`src/design/bsss_pkg.sv`:
```
package bsss_pkg;

    // store depth, 1 to 64
    localparam int DEPTH   = 64;
    localparam int COUNT_W = 7;
    localparam int SUM_W   = 14;
    localparam int ROT_W   = $clog2(DEPTH + 1);

    // cell operations
    localparam logic [1:0] CELL_HOLD   = 2'd0;
    localparam logic [1:0] CELL_INSERT = 2'd1;
    localparam logic [1:0] CELL_ROTATE = 2'd2;

    typedef logic [1:0] t_cell_op;

    typedef struct packed {
        t_cell_op    op;
        logic [7:0]  sample;
    } t_cell_ctl;

endpackage

```
`src/design/bsss_cell.sv`:
```
module bsss_cell (
    input  logic                 i_clk,
    input  bsss_pkg::t_cell_ctl  i_ctl,
    input  logic                 i_active,
    input  logic                 i_prev_kept,
    input  logic [7:0]           i_prev_val,
    input  logic [7:0]           i_next_val,
    output logic                 o_kept,
    output logic [7:0]           o_val
);
    import bsss_pkg::*;

    logic [7:0] r_val;
    logic [7:0] n_val;

    // a valid cell keeps its byte if it is not below the incoming one
    assign o_kept = i_active && (r_val >= i_ctl.sample);
    assign o_val  = r_val;

    always_comb begin
        unique case (i_ctl.op)
            CELL_INSERT: begin
                if (o_kept) begin
                    n_val = r_val;
                end else if (i_prev_kept) begin
                    n_val = i_ctl.sample;
                end else begin
                    n_val = i_prev_val;
                end
            end
            CELL_ROTATE: n_val = i_next_val;
            default:     n_val = r_val;
        endcase
    end

    always_ff @(posedge i_clk) begin
        r_val <= n_val;
    end

endmodule

```
`src/design/bsss_div.sv`:
```
module bsss_div (
    input  logic                          i_clk,
    input  logic                          i_rst_n,
    input  logic                          i_go,
    input  logic [bsss_pkg::SUM_W-1:0]    i_dividend,
    input  logic [bsss_pkg::COUNT_W-1:0]  i_divisor,
    output logic                          o_busy,
    output logic [bsss_pkg::SUM_W-1:0]    o_quot
);
    import bsss_pkg::*;

    localparam int STEP_W = $clog2(SUM_W + 1);

    logic [SUM_W-1:0]   r_quot;
    logic [COUNT_W-1:0] r_rem;
    logic [COUNT_W-1:0] r_div;
    logic [STEP_W-1:0]  r_steps;
    logic               r_busy;
    logic [COUNT_W:0]   trial;
    logic               fits;

    // shift one dividend bit into the partial remainder
    assign trial = {r_rem, r_quot[SUM_W-1]};
    assign fits  = trial >= {1'b0, r_div};

    always_ff @(posedge i_clk) begin
        if (!i_rst_n) begin
            r_busy  <= 1'b0;
            r_steps <= '0;
        end else if (i_go) begin
            r_busy  <= 1'b1;
            r_steps <= STEP_W'(SUM_W);
            r_quot  <= i_dividend;
            r_rem   <= '0;
            r_div   <= i_divisor;
        end else if (r_busy) begin
            r_steps <= r_steps - 1'b1;
            r_busy  <= (r_steps != STEP_W'(1));
            r_quot  <= {r_quot[SUM_W-2:0], fits};
            r_rem   <= fits ? COUNT_W'(trial - {1'b0, r_div}) : trial[COUNT_W-1:0];
        end
    end

    assign o_busy = r_busy;
    assign o_quot = r_quot;

endmodule

```
`src/design/byte_set_statistics_sorter_top.sv`:
```
// Collects a set of unsigned bytes, one transfer per cycle while busy is low;
// final_item closes the set. Bytes are sorted descending on arrival by a chain
// of DEPTH cells. On close the block goes busy: the chain rotates once through
// all DEPTH cells to pick out the median pair while a restoring divider (one
// quotient bit per cycle) forms the mean. Then one result per stored byte is
// strobed on o_valid in consecutive cycles, largest first. The receiver cannot
// stall: each result is on the ports for exactly one cycle. Bytes beyond DEPTH
// are dropped and flagged by o_overflowed.
module byte_set_statistics_sorter_top (
    input  logic       i_clk,
    input  logic       i_rst_n,
    input  logic       start,
    output logic       busy,
    input  logic [7:0] i_sample,
    input  logic       i_final_item,
    output logic       o_valid,
    output logic [7:0] o_sorted_value,
    output logic [5:0] o_rank,
    output logic       o_end_of_run,
    output logic [7:0] o_largest,
    output logic [7:0] o_smallest,
    output logic [7:0] o_average,
    output logic [7:0] o_middle,
    output logic       o_overflowed
);
    import bsss_pkg::*;

    localparam logic [1:0] ST_LOAD = 2'd0;
    localparam logic [1:0] ST_STAT = 2'd1;
    localparam logic [1:0] ST_OUT  = 2'd2;

    logic [1:0]         r_state;
    logic [COUNT_W-1:0] r_count;
    logic [SUM_W-1:0]   r_sum;
    logic [7:0]         r_max;
    logic [7:0]         r_min;
    logic               r_ovf;
    logic [ROT_W-1:0]   r_rot;
    logic [5:0]         r_rank;
    logic               r_div_go;
    logic [7:0]         r_med_lo;
    logic [7:0]         r_med_hi;
    logic [7:0]         r_average;
    logic [7:0]         r_middle;

    logic               accept;
    logic               room;
    logic               last_out;
    logic               div_busy;
    logic [SUM_W-1:0]   div_quot;
    logic [COUNT_W-1:0] lo_idx;
    logic [COUNT_W-1:0] hi_idx;
    logic [8:0]         med_sum;
    t_cell_ctl          cell_ctl;

    logic [7:0]         cell_val  [DEPTH];
    logic               cell_kept [DEPTH];

    assign accept   = start && !busy;
    assign room     = r_count < COUNT_W'(DEPTH);
    assign busy     = (r_state != ST_LOAD);
    assign last_out = ({1'b0, r_rank} == r_count - 1'b1);
    assign lo_idx   = (r_count - 1'b1) >> 1;
    assign hi_idx   = r_count >> 1;
    assign med_sum  = {1'b0, r_med_lo} + {1'b0, r_med_hi};

    // chain control: insert on a stored transfer, rotate while scanning or emitting
    always_comb begin
        cell_ctl.sample = i_sample;
        if (accept && room) begin
            cell_ctl.op = CELL_INSERT;
        end else if ((r_state == ST_STAT && r_rot != ROT_W'(DEPTH)) || r_state == ST_OUT) begin
            cell_ctl.op = CELL_ROTATE;
        end else begin
            cell_ctl.op = CELL_HOLD;
        end
    end

    for (genvar g = 0; g < DEPTH; g++) begin : g_cell
        logic       prev_kept;
        logic [7:0] prev_val;
        logic [7:0] next_val;

        if (g == 0) begin : g_head
            assign prev_kept = 1'b1;
            assign prev_val  = i_sample;
        end else begin : g_body
            assign prev_kept = cell_kept[g-1];
            assign prev_val  = cell_val[g-1];
        end
        assign next_val = cell_val[(g + 1) % DEPTH];

        bsss_cell u_cell (
            .i_clk       (i_clk),
            .i_ctl       (cell_ctl),
            .i_active    (r_count > COUNT_W'(g)),
            .i_prev_kept (prev_kept),
            .i_prev_val  (prev_val),
            .i_next_val  (next_val),
            .o_kept      (cell_kept[g]),
            .o_val       (cell_val[g])
        );
    end

    bsss_div u_div (
        .i_clk      (i_clk),
        .i_rst_n    (i_rst_n),
        .i_go       (r_div_go),
        .i_dividend (r_sum),
        .i_divisor  (r_count),
        .o_busy     (div_busy),
        .o_quot     (div_quot)
    );

    always_ff @(posedge i_clk) begin
        if (!i_rst_n) begin
            r_state  <= ST_LOAD;
            r_count  <= '0;
            r_sum    <= '0;
            r_max    <= 8'd0;
            r_min    <= 8'd255;
            r_ovf    <= 1'b0;
            r_rot    <= '0;
            r_rank   <= '0;
            r_div_go <= 1'b0;
        end else begin
            r_div_go <= 1'b0;
            unique case (r_state)
                ST_LOAD: begin
                    if (accept) begin
                        if (room) begin
                            r_count <= r_count + 1'b1;
                            r_sum   <= r_sum + SUM_W'(i_sample);
                            if (i_sample > r_max) begin
                                r_max <= i_sample;
                            end
                            if (i_sample < r_min) begin
                                r_min <= i_sample;
                            end
                        end else begin
                            r_ovf <= 1'b1;
                        end
                        if (i_final_item) begin
                            r_state  <= ST_STAT;
                            r_rot    <= '0;
                            r_div_go <= 1'b1;
                        end
                    end
                end
                ST_STAT: begin
                    // after k rotations cell 0 holds the element of rank k
                    if (r_rot != ROT_W'(DEPTH)) begin
                        r_rot <= r_rot + 1'b1;
                        if (COUNT_W'(r_rot) == lo_idx) begin
                            r_med_lo <= cell_val[0];
                        end
                        if (COUNT_W'(r_rot) == hi_idx) begin
                            r_med_hi <= cell_val[0];
                        end
                    end else if (!div_busy && !r_div_go) begin
                        r_average <= div_quot[7:0];
                        r_middle  <= med_sum[8:1];
                        r_rank    <= '0;
                        r_state   <= ST_OUT;
                    end
                end
                ST_OUT: begin
                    r_rank <= r_rank + 1'b1;
                    if (last_out) begin
                        r_state <= ST_LOAD;
                        r_count <= '0;
                        r_sum   <= '0;
                        r_max   <= 8'd0;
                        r_min   <= 8'd255;
                        r_ovf   <= 1'b0;
                    end
                end
                default: r_state <= ST_LOAD;
            endcase
        end
    end

    assign o_valid        = (r_state == ST_OUT);
    assign o_sorted_value = cell_val[0];
    assign o_rank         = r_rank;
    assign o_end_of_run   = o_valid && last_out;
    assign o_largest      = r_max;
    assign o_smallest     = r_min;
    assign o_average      = r_average;
    assign o_middle       = r_middle;
    assign o_overflowed   = r_ovf;

`ifndef SYNTHESIS
    // the store count never passes the depth
    a_count_bound: assert property (@(posedge i_clk) disable iff (!i_rst_n)
        r_count <= COUNT_W'(DEPTH))
        else $error("element count above depth");

    // ranks climb by one within a run
    a_rank_step: assert property (@(posedge i_clk) disable iff (!i_rst_n)
        o_valid && !o_end_of_run |=> o_valid && o_rank == $past(o_rank) + 6'd1)
        else $error("rank sequence broken");

    // the last result frees the block
    a_run_done: assert property (@(posedge i_clk) disable iff (!i_rst_n)
        o_end_of_run |=> !busy && r_count == '0)
        else $error("block not cleared after run");

    // the divider is idle by the time results are emitted
    a_div_idle: assert property (@(posedge i_clk) disable iff (!i_rst_n)
        o_valid |-> !div_busy)
        else $error("mean not ready during output");
`endif

endmodule

```
`config.mk`:
```
export PLATFORM = sky130hd
export DESIGN_NAME = byte_set_statistics_sorter_top
export DESIGN_NICKNAME = d
export VERILOG_FILES = /design/src/design/bsss_pkg.sv /design/src/design/bsss_cell.sv /design/src/design/bsss_div.sv /design/src/design/byte_set_statistics_sorter_top.sv
export SDC_FILE = /design/constraint.sdc
export NUM_CORES = 2
export LEC_CHECK = 0
export BUFFER_PORTS_ARGS = -buffer_cell sky130_fd_sc_hd__buf_2
export CAP_MARGIN = 20
export CORE_ASPECT_RATIO = 0.8
export CORE_MARGIN = 3
export CORE_UTILIZATION = 40
export CTS_BUF_LIST = sky130_fd_sc_hd__clkbuf_4
export CTS_CLUSTER_SIZE = 14
export DETAILED_ROUTE_END_ITERATION = 7
export GPL_TIMING_DRIVEN = 0
export MAX_ROUTING_LAYER = met4
export PLACE_DENSITY_LB_ADDON = 0.3
export SLEW_MARGIN = 10
export SYNTH_ARGS = -nofsm -noshare
export SYNTH_HDL_FRONTEND = slang
export SYNTH_SLANG_ARGS = --single-unit
```
`constraint.sdc`:
```
create_clock -name i_clk -period 13.99 [get_ports i_clk]
set_input_delay 2.798 -clock i_clk [delete_from_list [all_inputs] [get_ports i_clk]]
set_output_delay 2.798 -clock i_clk [all_outputs]
set_load 0.005 [all_outputs]
```
==> metrics.yaml <==
status:
  status: "completed"
run:
  max_cap_viol_count: 0
global_routing:
  track_usage_pct: 29.3
  gr-usage-met3_pct: 8.26
  antenna_found_initial: 12
  grt_pass1_vias: 36700
  grt_busiest_layer: "met1"
  grtUsageMet1_pct: 41.3
  use_met2_pct: 39.2
  grt_pass1_wl_mm: 240
  grt_start_max_net_pins: 55
  grt_overflow_total: 0
synth:
  synthTopCellsByCount: "edfxtp_1, ha_1, o21ai_0"
  synth_top_cell_by_area: "edfxtp_1"
  synth-seq-cells: 631
  synth_edf_count: 572
  synth_nets: 4958
  synth_area_leaders: "edfxtp_1, ha_1, mux2i_1, o21ai_0, a21oi_1"
  syn_area_per_cell_sq_um: 10.0
  syn_area_sq_mm: 0.0438
  async_reset_ff_share_pct: 0
  ys_seq_area_share_pct: 41.9
  synth_top_area_share_pct: 39.2
  syn_inst: 4385
  synthFlopType: "edfxtp_1"
  ys_warn_count: 0
  synth.most_common_cell: "edfxtp_1"
  ys_types: 77
cells_and_area:
  area_growth_pct: 11.0
  finish.net_count: 5224
  final_util_pct: 45.2
  layout-drive-gt1-share_pct: 10.7
clock_network:
  root_buffer: "clkbuf_4"
  postCtsHoldBufs: 0
  cts_setup_buffers: 0
  worstSkewPairLatency_ns: 1.12
  clockBufferDepth: 3
  ctsHtreeMaxLevel: 4
  cts_resized: 0
  cts_tree: "yes"
  numCtsBuffers: 168
  clock-sinks: 631
  clkSlewWorstSetupHoldPaths_ns: 0.07
setup_path:
  cp-start-kind: "register"
  critPathArrivalTime_ns: 4.44
  crit_buf_inv: 4
  path_cells: "buf_2 > buf_2 > inv_1 > ha_1 > or4b_1 > o21ai_1 > o2111ai_1 > or3_1 > nor2_1 > buf_2"
  critical_path.max_stage_delay_ns: 0.50
  worstSetupEndpointType: "output pin"
  crit_slowest_cell: "or4b_1"
  cp_max_fo: 10
  worst-setup-path-type: "reg -> out"
  crit_family: "simple AND/OR/NAND/NOR gates"
  required_ns: 11.19
  cpMostUsedCell: "buf_2"
floorplan:
  core_sq_mm: 0.108
  fp.dieArea_sq_mm: 0.114
  rows: 107
  fp.dieH_microns: 302
  die_w_microns: 376
  initial_core_util_pct: 40.7
  ios: 62
sta:
  worst_pin_slew_ns: 1.30
  holdWs_ns: 0.456
  setup_ws_ns: 6.75
  hold_violations: 0
  clock_skew_ns: 0.0624
  min_period_ns: 7.24
  rsz0062_at_grt: "no"
  finalSetupTns_ns: 0
  setup_viol: 0
  finalCritPeriodShare_pct: 51.7
  relSlewSlack_pct: 13.3
  fmax_mhz: 138
  slew_viol_final: 0
pwr:
  p_int_mw: 3.66
  p_sw_share_pct: 32.9
  power.switching_mw: 1.80
  powerDensity_mw_per_mm2: 112
  power.share.clock_pct: 32.0
  vdd_drop_max_mv: 0.0661
  power_frac_comb_pct: 21.1
  leakage_nw: 21.3
  seqPwrFrac_pct: 46.9
detailed_routing:
  postRouteAntennaNets: 0
  first_pass_iters: 7
  wirelength_mm: 165
  vias_per_cell: 6.23
  drc: 0
  vias: 38600
  post_drt_wl_per_cell_microns: 26.6
  dr.first_iter.drc_count: 5309
min_path:
  hp-class: "reg -> reg"
placed_design:
  place_congestion: 1.00
  dp.final_hpwl_mm: 118
  port_buffers: 61
  place_ws_ns: 6.29
## cells in the final DEF, fill, tap and decap left out, types with 32 or more instances in the layout
cell,instances
edfxtp_1,572
ha_1,558
o21ai_0,380
a211oi_1,44
nand3_1,159
inv_1,119
clkbuf_1,162
clkbuf_4,241
o31a_1,39
a21o_1,52
xnor2_1,32
clkinv_1,34
nor2_1,361
a31oi_1,83
buf_2,172
o21a_1,64
mux2i_1,336
dfxtp_1,59
a21oi_1,378
nand2_1,362
o211ai_1,60
nand2b_1,69
o221ai_1,53
## worst register-to-register path: stages, from the launching register on
cell,delay [ns]
dfxtp_1,0.41
buf_2,0.22
buf_2,0.23
inv_1,0.13
ha_1,0.33
o21ba_2,0.29
a21oi_1,0.93
nor2_1,0.26
o22ai_1,0.65
clkbuf_1,0.40
o21ai_0,0.13
nand2_1,0.33
## routing by layer
layer / share of wire [%] / wire length, microns
met1: 43 / 71400
met2: 39 / 65000
met3: 13 / 22300
met4: 3.9 / 6400
met5: 0 / 0
## stage by stage
stage                     instance area [sq um]  instances  power [mW]
after floorplan                           43800       4385        3.25
after global routing                      48600       6197        5.72
after global placement                    45900       5863        3.64
after detailed placement                  46400       5891        3.70
after CTS                                 48500       6183        5.43
final                                     48600       6202        5.46
## worst paths after layout
check / slack (ns) / cells after the start / endpoint / from
setup / recovery: 6.75 / 10 / o_end_of_run / r_count[0]
hold reg to reg: 0.46 / 0 / o_average[3] / u_div.o_quot[3]
setup reg to reg: 9.34 / 11 / g_cell[53].u_cell.o_val[1] / r_count[1]
hold / removal: 0.46 / 0 / o_average[3] / u_div.o_quot[3]
## flip-flops by register name, summed over array words and instances, names as in the netlist
register             count
u_div.o_quot            14
o_middle                 8
r_rot                    7
u_div.r_div              7
r_state                  2
r_med_hi                 8
r_med_lo                 8
o_largest                8
r_sum                   14
u_div.o_busy             1
o_overflowed             1
u_div.r_steps            4
o_rank                   6
o_average                8
o_smallest               8
r_div_go                 1
u_div.r_rem              7
g_cell.u_cell.o_val    512
r_count                  7
## power groups by stage
stage	clock network, mW	registers, mW	logic (mW)
floorplan	0	2.48	0.769
global placement	0	2.59	1.06
detailed placement	0	2.59	1.12
CTS	1.76	2.55	1.12
global route	1.86	2.57	1.29
finish	1.75	2.56	1.15
## final cells by class
cell class	instances	area [sq um]
Antenna cell	12	30.0
Buffer	286	1220
Clock buffer	241	1810
Clock inverter	51	339
Fill cell	10400	59000
Inverter	128	508
Multi-Input combinational cell	3340	23800
Sequential cell	631	18400
Tap cell	1417	1770
Timing Repair Buffer	96	818
## cell families after synthesis
| kind of cell | count (synthesis) | synth area share, % |
|---|---|---|
| AND/OR/NAND/NOR | 1092 | 11.1 |
| AO/OA/AOI/OAI | 1284 | 18.0 |
| flip-flops | 631 | 41.9 |
| buffers and inverters | 414 | 3.87 |
| adder cells (fa/ha/maj) | 561 | 16.1 |
| XOR/XNOR | 53 | 1.06 |
| multiplexers | 350 | 8.03 |
Note: power is estimated with default switching activity, not from simulation.
